### config.mk
export PLATFORM = sky130hd
export DESIGN_NAME = fpbt_ctrl
export DESIGN_NICKNAME = d
export VERILOG_FILES = /design/src/design/fpbt_pkg.sv /design/src/design/fpbt_ctrl.sv
export SDC_FILE = /design/constraint.sdc
export NUM_CORES = 1
export LEC_CHECK = 0
export BUFFER_PORTS_ARGS = -buffer_cell sky130_fd_sc_hd__buf_2
export CORE_AREA = 4 4 41 43
export DETAILED_ROUTE_END_ITERATION = 7
export DIE_AREA = 0 0 45 47
export GPL_TIMING_DRIVEN = 1
export PLACE_DENSITY = 0.43
export SYNTH_ARGS = -nofsm -noshare
export SYNTH_HDL_FRONTEND = slang
export SYNTH_SLANG_ARGS = --single-unit
### constraint.sdc
create_clock -name clk -period 2.67 [get_ports clk]
set_input_delay 0.267 -clock clk [delete_from_list [all_inputs] [get_ports clk]]
set_output_delay 0.267 -clock clk [all_outputs]
set_load 0.02 [all_outputs]
### src/design/fpbt_pkg.sv
package fpbt_pkg;

    // Width of every cell coordinate and pointer field
    localparam int FIELD_W = 7;
    // Width of the running basin count
    localparam int COUNT_W = 13;
    // Width of the walk step counter and the walk limit (rows times columns)
    localparam int STEP_W = 2 * FIELD_W;
    // One memory word holds the next column over the next row
    localparam int PTR_W = 2 * FIELD_W;

    localparam int DEF_MAX_ROWS = 64;
    localparam int DEF_MAX_COLS = 64;

    // Configuration register reset values
    localparam logic [FIELD_W-1:0] RST_GRID_ROWS   = FIELD_W'(64);
    localparam logic [FIELD_W-1:0] RST_GRID_COLS   = FIELD_W'(64);
    localparam logic [FIELD_W-1:0] RST_STATION_COL = FIELD_W'(1);
    localparam logic [FIELD_W-1:0] RST_STATION_ROW = FIELD_W'(1);

    // APB register map, word index
    localparam int ADDR_W = 4;
    localparam logic [1:0] REG_GRID_ROWS   = 2'd0;
    localparam logic [1:0] REG_GRID_COLS   = 2'd1;
    localparam logic [1:0] REG_STATION_COL = 2'd2;
    localparam logic [1:0] REG_STATION_ROW = 2'd3;

    // Item kinds
    localparam logic ACT_LOAD  = 1'b0;
    localparam logic ACT_TRACE = 1'b1;

    typedef struct packed {
        logic [FIELD_W-1:0] grid_rows;
        logic [FIELD_W-1:0] grid_cols;
        logic [FIELD_W-1:0] station_col;
        logic [FIELD_W-1:0] station_row;
    } cfg_t;

    typedef enum logic [1:0] {
        ST_IDLE,
        ST_LOAD,
        ST_CHECK,
        ST_EVAL
    } state_t;

    // Controller to datapath
    typedef struct packed {
        logic capture;     // latch the transaction fields
        logic load_write;  // write the latched pointer
        logic rd_issue;    // read the pointer of the current cell
        logic advance;     // step to the pointed cell
        logic finish;      // emit the result
        logic finish_hit;  // result is a basin hit
        logic finish_load; // result closes a load
    } cmd_t;

    // Datapath to controller
    typedef struct packed {
        logic first;       // walk still at its start cell
        logic in_grid;     // current cell inside the grid in use
        logic at_station;  // current cell is the station
        logic ptr_zero;    // pointer read has no outflow
        logic step_limit;  // walk has used up its step budget
    } status_t;

endpackage

### src/design/fpbt_ctrl.sv
module fpbt_ctrl (
    input  logic                clk,
    input  logic                rst_n,
    input  logic                start,
    input  logic                action,
    input  fpbt_pkg::status_t   status,
    output fpbt_pkg::cmd_t      cmd,
    output logic                busy
);

    fpbt_pkg::state_t state_reg;
    fpbt_pkg::state_t state_next;

    // Next state
    always_comb
    begin
        state_next = state_reg;
        case (state_reg)
            fpbt_pkg::ST_IDLE:
            begin
                if (start)
                begin
                    state_next = (action == fpbt_pkg::ACT_TRACE) ? fpbt_pkg::ST_CHECK
                                                                 : fpbt_pkg::ST_LOAD;
                end
            end
            fpbt_pkg::ST_LOAD:
            begin
                state_next = fpbt_pkg::ST_IDLE;
            end
            fpbt_pkg::ST_CHECK:
            begin
                if (status.first)
                begin
                    state_next = status.in_grid ? fpbt_pkg::ST_EVAL : fpbt_pkg::ST_IDLE;
                end
                else if (status.at_station || !status.in_grid)
                begin
                    state_next = fpbt_pkg::ST_IDLE;
                end
                else
                begin
                    state_next = fpbt_pkg::ST_EVAL;
                end
            end
            fpbt_pkg::ST_EVAL:
            begin
                if (status.ptr_zero || (status.first && status.at_station) || status.step_limit)
                begin
                    state_next = fpbt_pkg::ST_IDLE;
                end
                else
                begin
                    state_next = fpbt_pkg::ST_CHECK;
                end
            end
            default:
            begin
                state_next = fpbt_pkg::ST_IDLE;
            end
        endcase
    end

    // Commands
    always_comb
    begin
        cmd = '0;
        case (state_reg)
            fpbt_pkg::ST_IDLE:
            begin
                cmd.capture = start;
            end
            fpbt_pkg::ST_LOAD:
            begin
                cmd.load_write  = 1'b1;
                cmd.finish      = 1'b1;
                cmd.finish_load = 1'b1;
            end
            fpbt_pkg::ST_CHECK:
            begin
                if (status.first)
                begin
                    cmd.rd_issue = status.in_grid;
                    cmd.finish   = !status.in_grid;
                end
                else if (status.at_station)
                begin
                    cmd.finish     = 1'b1;
                    cmd.finish_hit = 1'b1;
                end
                else if (!status.in_grid)
                begin
                    cmd.finish = 1'b1;
                end
                else
                begin
                    cmd.rd_issue = 1'b1;
                end
            end
            fpbt_pkg::ST_EVAL:
            begin
                if (status.ptr_zero)
                begin
                    cmd.finish = 1'b1;
                end
                else if (status.first && status.at_station)
                begin
                    cmd.finish     = 1'b1;
                    cmd.finish_hit = 1'b1;
                end
                else if (status.step_limit)
                begin
                    cmd.finish = 1'b1;
                end
                else
                begin
                    cmd.advance = 1'b1;
                end
            end
            default:
            begin
                cmd = '0;
            end
        endcase
    end

    always_ff @(posedge clk or negedge rst_n)
    begin
        if (!rst_n)
        begin
            state_reg <= fpbt_pkg::ST_IDLE;
        end
        else
        begin
            state_reg <= state_next;
        end
    end

    assign busy = (state_reg != fpbt_pkg::ST_IDLE);

endmodule

==> results.py <==
metrics = {
    "outcome": {
        "status": "finished clean",
    },
    "grt": {
        "first_global_vias": 244,
        "grt_pass1_wl_um": 862,
        "grt_max_degree": 10,
        "grtUsageTotal_pct": 5.93,
        "antenna_found_initial": 0,
        "grt.overflow.total": 0,
    },
    "finish": {
        "drive_gt1_share_pct": 48.8,
        "insertedDiodeCount": 0,
        "nets": 54,
        "largest_reg_flops": 2,
        "area_growth_pct": 66.9,
        "final_core_util_pct": 23.8,
    },
    "place": {
        "io_buffers": 16,
        "gp_congestion": 0.662,
    },
    "routing": {
        "vias": 219,
        "postRouteAntennaNets": 0,
        "wl_um": 547,
        "post_drt_via_cell_ratio": 3.78,
        "drt_first_pass_iters": 2,
        "dr.first_iter.drc_count": 1,
        "drc_errors": 0,
        "wl_per_cell_um": 9.43,
    },
    "clocking": {
        "clk_pin_slew_ps": 30,
        "ctsResizeCount": 0,
        "clk_path_buf_depth": 2,
        "cts_tree": "done",
        "cts.htree.levels": 1,
        "numCtsBuffers": 3,
        "numClockSinks": 2,
        "cts_setup_buffers": 0,
        "cts-root-buf": "clkbuf_4",
        "clk_latency_ps": 220,
    },
    "setup_path": {
        "crit_type": "register to primary output",
        "r2r_start": "state_reg[1]$_DFFE_PN0P_",
        "cp_max_fo": 9,
        "cp-end-kind": "primary output",
        "required_ps": 2400,
        "crit_arrival_ps": 1380,
        "critPathLaunch": "state_reg[0]$_DFFE_PN0P_",
        "critPathLaunchType": "register",
    },
    "logic_synthesis": {
        "synth_top_area_share_pct": 27.0,
        "synth-seq-cells": 2,
        "synth_area_leaders": "dfrtp_1, and4bb_1, nor2b_1",
        "synth.avg_cell_area_um2": 7.72,
        "synth-seq-area-share_pct": 27.0,
        "netlist_area_um2": 185,
        "synth_edf_count": 0,
        "synth_warnings": 0,
        "ys_top_cells_by_count": "nand2_1, dfrtp_1, inv_1, nor2b_1",
        "ys_types": 19,
        "async_reset_ff_share_pct": 100,
        "synth-main-ff-cell": "dfrtp_1",
        "synth.net_count": 33,
        "syn_inst": 24,
        "yosysTopAreaCell": "dfrtp_1",
        "synth.most_common_cell": "nand2_1",
    },
    "power_and_ir_drop": {
        "ir_drop_uv": 381,
        "p_leak_uw": 0.000181,
        "p_per_area_nw_per_um2": 1030,
    },
    "sta": {
        "slew_violations": 0,
        "final-hold-violation-count": 0,
        "maxSlewHeadroom_pct": 81.3,
        "rsz0062_at_grt": "false",
        "fin_skew_ps": 0.743,
        "final.min_clock_period_ps": 1640,
        "fin_crit_sh_pct": 61.5,
        "worstMarginPinSlew_ps": 279,
        "setup_violations": 0,
        "setup_tns_ps": 0,
        "max_freq_mhz": 609,
    },
    "floorplan": {
        "die_w_um": 45,
        "dieArea_um2": 2120,
        "io_pins": 17,
        "initial_core_util_pct": 14.2,
        "rows": 13,
        "core_area_um2": 1300,
        "die_h_um": 47,
    },
    "job": {
        "drv_cap": 0,
    },
    "worst_hold_path": {
        "hp-start": "action",
        "hp-class": "input pin to register",
    },
}
==> per-layer routing <==
| metal | global-route usage [%] | up-vias | wire, µm |
|---|---|---|---|
| met2 | 6.78 | 13 | 203 |
| met5 | 0 | - | 0 |
| met1 | 7.97 | 86 | 294 |
| met3 | 0.383 | 0 | 49 |
| met4 | 8.77 | 0 | 0 |
| li1 | - | 120 | - |
==> critical path, cell delays in order (launching register included) <==
cell	delay [ps]
dfrtp_1	440
and4bb_1	240
nand2_1	90
inv_2	50
nor3_2	150
buf_2	180
==> report_power, final <==
group / switching (µW) / internal (µW) / total, µW
logic: 111 / 70.0 / 181
registers: 26.2 / 44.3 / 70.5
clock network: 16.5 / 49.5 / 66.0
==> layout make-up <==
cell class	count	area, µm²
fillers	164	992
multi-input cells	18	116
inverters	3	11.3
clock buffers	3	22.5
flip-flops and latches	2	50.0
repair buffers	17	90.1
well taps	15	18.8
==> per-stage QoR <==
step	hold WS [ps]	cells	total power, µW	setup slack, ps	cell area [µm²]
after floorplan	-28.6	24	197	1270	185
after global placement	55.0	54	253	1260	277
after detailed placement	52.1	54	252	1260	277
after CTS	315	58	325	1000	309
after global routing	348	58	345	950	309
final	322	58	318	1030	309
==> kinds of logic (layout without fill, tap and decap cells) <==
group	Yosys count	in the layout	synth area share (%)
AO/OA/AOI/OAI	3	3	8.78
AND/OR/NAND/NOR	15	15	54.1
flip-flops	2	2	27.0
buffers and inverters	4	23	10.1
==> placed cells by master, fill, tap and decap left out <==
| cell | synthesis | layout |
|---|---|---|
| buf_2 | 0 | 16 |
| nand2_1 | 3 | 3 |
| clkbuf_4 | 0 | 3 |
| nor2b_1 | 2 | 2 |
| inv_1 | 2 | 2 |
| dfrtp_1 | 2 | 2 |
| nand3b_1 | 1 | 1 |
| o21ai_0 | 1 | 1 |
| and3_1 | 1 | 1 |
| and4bb_1 | 1 | 1 |
| inv_2 | 1 | 1 |
| nor2_1 | 1 | 1 |
| nor3b_1 | 1 | 1 |
| nor3_2 | 1 | 1 |
| nand4bb_1 | 1 | 1 |
| and2_1 | 1 | 1 |
| or3_1 | 1 | 1 |
| nor3_1 | 1 | 1 |
| a21oi_1 | 1 | 1 |
| a31oi_1 | 1 | 1 |
| dlygate4sd3_1 | 0 | 1 |
==> repair_timing <==
action | in CTS | in global routing
hold endpoints to repair | 2 | 0
setup endpoints to repair | 0 | 0
hold buffers | 1 | 0
==> worst paths after layout <==
check | cells after the start | slack, ps | end
setup / recovery | 5 | 1030 | cmd[2]
hold reg to reg | 2 | 680 | state_reg[0]$_DFFE_PN0P_
hold / removal | 3 | 320 | state_reg[1]$_DFFE_PN0P_
max in group asynchronous | 2 | 2210 | state_reg[0]$_DFFE_PN0P_
setup reg to reg | 2 | 1630 | state_reg[0]$_DFFE_PN0P_
min in group asynchronous | 2 | 370 | state_reg[1]$_DFFE_PN0P_
Note: power is estimated with default switching activity, not from simulation.
