<file path="config.mk">
export PLATFORM = sky130hd
export DESIGN_NAME = fpbt_cfg
export DESIGN_NICKNAME = d
export VERILOG_FILES = /design/src/design/fpbt_pkg.sv /design/src/design/fpbt_cfg.sv
export SDC_FILE = /design/constraint.sdc
export NUM_CORES = 1
export LEC_CHECK = 0
export BUFFER_PORTS_ARGS = -buffer_cell sky130_fd_sc_hd__buf_2
export CAP_MARGIN = 20
export CORE_UTILIZATION = 37
export CTS_CLUSTER_DIAMETER = 80
export CTS_CLUSTER_SIZE = 10
export DETAILED_ROUTE_END_ITERATION = 8
export PLACE_DENSITY = 0.76
export SYNTH_ARGS = -nofsm -noshare
export SYNTH_HDL_FRONTEND = slang
export SYNTH_SLANG_ARGS = --single-unit
</file>
<file path="constraint.sdc">
create_clock -name clk -period 0.9 [get_ports clk]
set_input_delay 0.09 -clock clk [delete_from_list [all_inputs] [get_ports clk]]
set_output_delay 0.09 -clock clk [all_outputs]
set_load 0.05 [all_outputs]
</file>
<file path="src/design/fpbt_pkg.sv">
package fpbt_pkg;

    // Width of every cell coordinate and pointer field
    localparam int FIELD_W = 7;
    // Width of the running basin count
    localparam int COUNT_W = 13;
    // Width of the walk step counter and the walk limit (rows times columns)
    localparam int STEP_W = 2 * FIELD_W;
    // One memory word holds the next column over the next row
    localparam int PTR_W = 2 * FIELD_W;

    localparam int DEF_MAX_ROWS = 64;
    localparam int DEF_MAX_COLS = 64;

    // Configuration register reset values
    localparam logic [FIELD_W-1:0] RST_GRID_ROWS   = FIELD_W'(64);
    localparam logic [FIELD_W-1:0] RST_GRID_COLS   = FIELD_W'(64);
    localparam logic [FIELD_W-1:0] RST_STATION_COL = FIELD_W'(1);
    localparam logic [FIELD_W-1:0] RST_STATION_ROW = FIELD_W'(1);

    // APB register map, word index
    localparam int ADDR_W = 4;
    localparam logic [1:0] REG_GRID_ROWS   = 2'd0;
    localparam logic [1:0] REG_GRID_COLS   = 2'd1;
    localparam logic [1:0] REG_STATION_COL = 2'd2;
    localparam logic [1:0] REG_STATION_ROW = 2'd3;

    // Item kinds
    localparam logic ACT_LOAD  = 1'b0;
    localparam logic ACT_TRACE = 1'b1;

    typedef struct packed {
        logic [FIELD_W-1:0] grid_rows;
        logic [FIELD_W-1:0] grid_cols;
        logic [FIELD_W-1:0] station_col;
        logic [FIELD_W-1:0] station_row;
    } cfg_t;

    typedef enum logic [1:0] {
        ST_IDLE,
        ST_LOAD,
        ST_CHECK,
        ST_EVAL
    } state_t;

    // Controller to datapath
    typedef struct packed {
        logic capture;     // latch the transaction fields
        logic load_write;  // write the latched pointer
        logic rd_issue;    // read the pointer of the current cell
        logic advance;     // step to the pointed cell
        logic finish;      // emit the result
        logic finish_hit;  // result is a basin hit
        logic finish_load; // result closes a load
    } cmd_t;

    // Datapath to controller
    typedef struct packed {
        logic first;       // walk still at its start cell
        logic in_grid;     // current cell inside the grid in use
        logic at_station;  // current cell is the station
        logic ptr_zero;    // pointer read has no outflow
        logic step_limit;  // walk has used up its step budget
    } status_t;

endpackage

</file>
<file path="src/design/fpbt_cfg.sv">
module fpbt_cfg (
    input  logic                           clk,
    input  logic                           rst_n,
    input  logic                           psel,
    input  logic                           penable,
    input  logic                           pwrite,
    input  logic [fpbt_pkg::ADDR_W-1:0]    paddr,
    input  logic [31:0]                    pwdata,
    output logic [31:0]                    prdata,
    output logic                           pready,
    output fpbt_pkg::cfg_t                 cfg
);

    fpbt_pkg::cfg_t cfg_reg;
    fpbt_pkg::cfg_t cfg_next;
    logic           wr_en;
    logic [1:0]     wr_idx;

    assign pready = 1'b1;
    assign wr_en  = psel && penable && pwrite && pready;
    assign wr_idx = paddr[3:2];

    // Decode register writes
    always_comb
    begin
        cfg_next = cfg_reg;
        if (wr_en)
        begin
            case (wr_idx)
                fpbt_pkg::REG_GRID_ROWS:   cfg_next.grid_rows   = pwdata[fpbt_pkg::FIELD_W-1:0];
                fpbt_pkg::REG_GRID_COLS:   cfg_next.grid_cols   = pwdata[fpbt_pkg::FIELD_W-1:0];
                fpbt_pkg::REG_STATION_COL: cfg_next.station_col = pwdata[fpbt_pkg::FIELD_W-1:0];
                fpbt_pkg::REG_STATION_ROW: cfg_next.station_row = pwdata[fpbt_pkg::FIELD_W-1:0];
                default:                   cfg_next = cfg_reg;
            endcase
        end
    end

    always_ff @(posedge clk or negedge rst_n)
    begin
        if (!rst_n)
        begin
            cfg_reg.grid_rows   <= fpbt_pkg::RST_GRID_ROWS;
            cfg_reg.grid_cols   <= fpbt_pkg::RST_GRID_COLS;
            cfg_reg.station_col <= fpbt_pkg::RST_STATION_COL;
            cfg_reg.station_row <= fpbt_pkg::RST_STATION_ROW;
        end
        else
        begin
            cfg_reg <= cfg_next;
        end
    end

    // Read back
    always_comb
    begin
        case (wr_idx)
            fpbt_pkg::REG_GRID_ROWS:   prdata = 32'(cfg_reg.grid_rows);
            fpbt_pkg::REG_GRID_COLS:   prdata = 32'(cfg_reg.grid_cols);
            fpbt_pkg::REG_STATION_COL: prdata = 32'(cfg_reg.station_col);
            fpbt_pkg::REG_STATION_ROW: prdata = 32'(cfg_reg.station_row);
            default:                   prdata = '0;
        endcase
    end

    assign cfg = cfg_reg;

endmodule

</file>
==> results of run 1 <==
==> cell type report <==
type	count	area, um2
clock buffers	4	55.1
fillers	226	982
multi-input cells	66	744
flip-flops and latches	28	736
well taps	48	60.1
repair buffers	104	1170
==> worst paths after layout <==
kind / endpoint / cells after the start
worst min-delay path: cfg[1] / 2
min in group asynchronous: cfg[23] / 2
worst max register to register: cfg[9] / 3
worst max-delay path: prdata[2] / 2
max in group asynchronous: cfg[3] / 3
worst min register to register: cfg[4] / 2
==> through the flow <==
stage | TNS, ns | cells | instance area [um2]
floorplan | -5.25 | 123 | 1680
global placement | -11.12 | 227 | 2040
detailed placement | -11.38 | 227 | 2040
CTS | -9.04 | 239 | 2600
global route | -11.88 | 250 | 2760
finish | -10.31 | 250 | 2760
==> power groups by stage <==
stage          clock network [mW]  registers, mW  logic (mW)
2_1_floorplan                   0           2.90        1.24
3_3_place_gp                    0           1.78        3.18
3_5_place_dp                    0           1.81        3.23
4_1_cts                     0.793           1.83        4.42
5_1_grt                     0.863           1.87        4.94
6_report                    0.792           1.84        4.79
==> what timing repair did <==
action                                  CTS  global route
setup buffers                            11            23
endpoints found under the setup margin   55            60
hold endpoints to repair                 10             0
hold buffers                              1             0
gates cloned                              0             0
gates resized for setup                 130            34
==> cell families (layout without fill, tap and decap cells) <==
kind of cell  after synthesis  in the layout  share of synthesized area (%)
other cells                 2             26                          0.511
mux                        35             35                           32.2
simple gates                5              5                           4.17
buf+inv                    29            108                           15.1
flops                      28             28                           48.0
==> cells in the final DEF, fill, tap and decap left out <==
| cell | instances |
|---|---|
| buf_2 | 12 |
| mux4_2 | 7 |
| mux2_4 | 27 |
| buf_4 | 11 |
| mux2_2 | 1 |
| conb_1 | 26 |
| dfstp_2 | 4 |
| dfrtp_2 | 24 |
| clkbuf_8 | 4 |
| dlygate4sd3_1 | 1 |
| and3_4 | 1 |
| nand3b_4 | 1 |
| nor3b_4 | 1 |
| buf_8 | 30 |
| buf_6 | 50 |
| nand3_2 | 1 |
| and3b_4 | 1 |
==> routing by layer <==
layer  track usage, %  part of all wire (%)  vias to the layer above
met4             8.42                   2.2                        0
met5                0                     0                        -
met2             36.6                    57                       36
li1                 -                     -                      504
met1             19.8                    37                      565
met3             3.87                   3.3                        7
==> flow_summary.toml, run 1 <==
[sta]
maxSlewViolCount = 0
fmax_ghz = 0.675
hold_viol = 0
setup_slack_ns = -0.582
setup_violations = 58
hold_ws_ns = 0.0880
skew_ns = 0
finalCritPeriodShare_pct = 165
rsz0062_at_grt = "yes"
min_period_ns = 1.48

[synth]
synth_top_area_share_pct = 40.9
yosysSeqAreaShare_pct = 48.0
synth.distinct_cells = 12
synth_edf_count = 0
synth.avg_cell_area_um2 = 14.8
synth_area_leaders = "dfrtp_1 41%, mux2_2 21%, buf_4 14%"
synth.cell_area_um2 = 1470
yosys_warnings = 0
ys.flop_type = "dfrtp_1"
synthArstFlopShare_pct = 100
netlist_instances = 99
synth-seq-cells = 28
synth_largest_area_cell = "dfrtp_1"
yosys-top-cells-count = "28 x buf_4, 28 x mux2_2, 24 x dfrtp_1, 7 x mux4_2, 4 x dfstp_2"

[global_route]
grt_use_total_pct = 19.1
antenna_found_initial = 0
grt_pass1_wl_um = 5840
grt_max_degree = 17
grt_overflow = 0
grt_pass1_vias = 1204

[worst_setup_path]
r2r-start = "cfg[9]"
cpMaxStageDelayCell = "mux4_2"
rrSetupSlack_ns = -0.14
endpoint_kind = "primary output"
critical-path-top-delay-family = "multiplexers"
cpPeakStageDelay_ns = 0.50
critPathBufInv = 1
startpoint_type = "register"
worstPathRequired_ns = 0.81
worst-path-max-fanout = 2
worstPathArrival_ns = 1.39
crit_chain = "mux4_2 > buf_8"
startpoint = "cfg[9]"
criticalPathCategory = "register to primary output"

[die]
die_y_um = 65.0
pin_count = 102
rows = 22
die-area_um2 = 4230
core-area_um2 = 3740
initial_core_util_pct = 39.2
die_x_um = 65.0

[clocking]
cts_tree = "yes"
clk_latency_ns = 0.28
clock_path_buffers = 2
clock-sinks = 28
clkSlewWorstSetupHoldPaths_ns = 0.09
h-tree-depth = 1
cts_buffers = 3
root_buffer = "clkbuf_8"

[placed_design]
hpwl_um = 2600
gp_congestion = 0.718
io_buffers = 48
dpl_worst_slack_ns = -0.423

[power]
power_switching_share_pct = 40.7
cellInternalPower_mw = 4.40
powerDensity_nw_per_um2 = 2690
p_leak_nw = 1.36
comb_power_share_pct = 64.5
pwr-share-seq_pct = 24.8
irDropWorstVdd_mv = 1.40
p_total_mw = 7.43
power_frac_clock_pct = 10.7
p_sw_mw = 3.03

[finish]
final_util_pct = 73.8
drive_gt1_share_pct = 86.6
largest_register_ffs = 28
antenna_cells = 0
fin_nets = 244
syn_to_final_growth_pct = 88.0

[drt]
num_vias = 1112
wire_per_inst_um = 16.0
drcViolationCount = 0
antenna_left = 0
drtIter0Drc = 9
routed_wl_um = 4010
vias_per_cell = 4.45
firstDrtPassIters = 4

[run_status]
violations = "negative setup slack"
status = "complete, but fails checks"

[min_path]
min_path_type = "input port to register"
min_from = "pwdata[1]"

[job]
maxCapViolations = 0
No activity file was read; power rests on OpenSTA's default activity.
==> run 2: changes to the inputs <==
--- a/config.mk
+++ b/config.mk
@@ -11,7 +11,7 @@
 export CTS_CLUSTER_DIAMETER = 80
 export CTS_CLUSTER_SIZE = 10
 export DETAILED_ROUTE_END_ITERATION = 8
-export PLACE_DENSITY = 0.76
+export PLACE_DENSITY_LB_ADDON = 0.12
 export SYNTH_ARGS = -nofsm -noshare
 export SYNTH_HDL_FRONTEND = slang
 export SYNTH_SLANG_ARGS = --single-unit
==> run 2 against run 1 <==
Net effect: the run still ends with negative setup slack left; count of clock-buffer cells in the layout unchanged; global-route usage rose by 0.26 points; sequential share of layout area rose by 0.77 points; worst setup slack gained 0.047 ns; critical path type unchanged; critical endpoint is now prdata[6]; largest power group unchanged.
==> flow_summary.toml, run 2 (synthesis results as in run 1) <==
[sta]
hold_ws_ns = 0.0985
rsz0062_at_grt = "yes"
skew_ns = 0
fmax_ghz = 0.697
hold_viol = 0
min_period_ns = 1.44
setup_violations = 54
setup_slack_ns = -0.536
finalCritPeriodShare_pct = 160
maxSlewViolCount = 0

[global_route]
grt_max_degree = 17
grt_overflow = 0
grt_pass1_vias = 1178
grt_use_total_pct = 19.4
antenna_found_initial = 0
grt_pass1_wl_um = 6010

[power]
cellInternalPower_mw = 4.27
power_frac_clock_pct = 10.7
power_switching_share_pct = 40.8
p_total_mw = 7.21
p_leak_nw = 1.31
irDropWorstVdd_mv = 1.59
p_sw_mw = 2.95
comb_power_share_pct = 63.7
pwr-share-seq_pct = 25.6
powerDensity_nw_per_um2 = 2690

[drt]
num_vias = 1089
drcViolationCount = 0
routed_wl_um = 3880
antenna_left = 0
drtIter0Drc = 25
vias_per_cell = 4.50
wire_per_inst_um = 16.0
firstDrtPassIters = 4

[min_path]
min_path_cells = 2
min_from = "pwdata[6]"
min_path_type = "input port to register"
hold_end = "cfg[27]"

[placed_design]
io_buffers = 48
hpwl_um = 2470
gp_congestion = 0.715
dpl_worst_slack_ns = -0.434

[run_status]
status = "complete, but fails checks"
violations = "negative setup slack"

[die]
die_y_um = 65.0
die-area_um2 = 4230
pin_count = 102
core-area_um2 = 3740
initial_core_util_pct = 39.2
die_x_um = 65.0
rows = 22

[clocking]
clkSlewWorstSetupHoldPaths_ns = 0.09
cts_tree = "yes"
root_buffer = "clkbuf_8"
clock-sinks = 28
cts_buffers = 3
clk_latency_ns = 0.27
h-tree-depth = 1
clock_path_buffers = 2

[finish]
largest_register_ffs = 28
drive_gt1_share_pct = 86.1
mostFrequentLayoutCells = "47 x buf_6, 28 x buf_8, 26 x mux2_4, 26 x conb_1, 24 x dfrtp_2"
final_util_pct = 71.7
final_common_cell = "buf_6"
fillerInstances = 271
antenna_cells = 0
syn_to_final_growth_pct = 82.7
fin_nets = 236

[worst_setup_path]
rrSetupSlack_ns = -0.22
worst-path-max-fanout = 2
r2r-start = "cfg[13]"
criticalPathCategory = "register to primary output"
worstPathRequired_ns = 0.81
worstPathArrival_ns = 1.35
startpoint_type = "register"
reg2regPathDepth = 4
r2r-end = "cfg[13]"
endpoint_kind = "primary output"

[job]
maxCapViolations = 0
-- run 2: changes by cell type in the layout (fill, tap and decap cells not counted), sizes merged --
| cell | previous run | this run |
|---|---|---|
| buf | 103 | 95 |
-- run 2: cell type report --
cell class                      count  area [um2]  share of cell area (%)
Timing Repair Buffer               96        1090                    40.7
Multi-Input combinational cell     66         741                    27.6
Sequential cell                    28         736                    27.4
Tap cell                           48        60.1                    2.24
Clock buffer                        4        55.1                    2.05
-- run 2: how the worst max path moves through the flow --
stage	to	slack, ns	cells after the start	from
2_1_floorplan	prdata[1]	-0.35	1	cfg[1]
3_3_place_gp	prdata[6]	-0.43	3	paddr[2]
3_5_place_dp	prdata[3]	-0.43	3	paddr[2]
4_1_cts	prdata[3]	-0.54	2	cfg[3]
5_1_grt	prdata[2]	-0.58	2	cfg[2]
6_report	prdata[6]	-0.54	2	cfg[13]
-- run 2: power groups by stage --
stage / Clock, mW / Sequential [mW] / Combinational (mW)
finish: 0.773 / 1.85 / 4.60
global route: 0.858 / 1.88 / 4.77
CTS: 0.817 / 1.83 / 4.29
detailed placement: 0 / 1.81 / 3.19
global placement: 0 / 1.79 / 3.16
floorplan: 0 / 2.90 / 1.24
-- run 2: through the flow --
stage,instances,setup TNS [ns],cell area [um2]
after floorplan,123,-5.25,1680
after global placement,224,-11.41,2030
after detailed placement,224,-11.91,2030
after CTS,234,-9.02,2550
after global routing,242,-11.20,2680
final,242,-9.41,2680
-- run 2: repair_timing --
item	in CTS	in global routing
resized for setup	124	26
endpoints found under the setup margin	56	58
buffers inserted	7	15
hold endpoints to repair	26	0
hold buffers	1	0
-- run 2: routing by layer --
layer / wire, um / share of wire (%) / global-route usage (%)
met3: 140 / 3.6 / 2.99
met2: 2180 / 56 / 34.6
met1: 1510 / 39 / 23.6
met4: 55 / 1.4 / 6.52
met5: 0 / 0 / 0
-- run 2: critical path: stages, from the launching register on --
cell and delay, ns:
dfrtp_2 0.43, mux4_2 0.48, buf_6 0.17
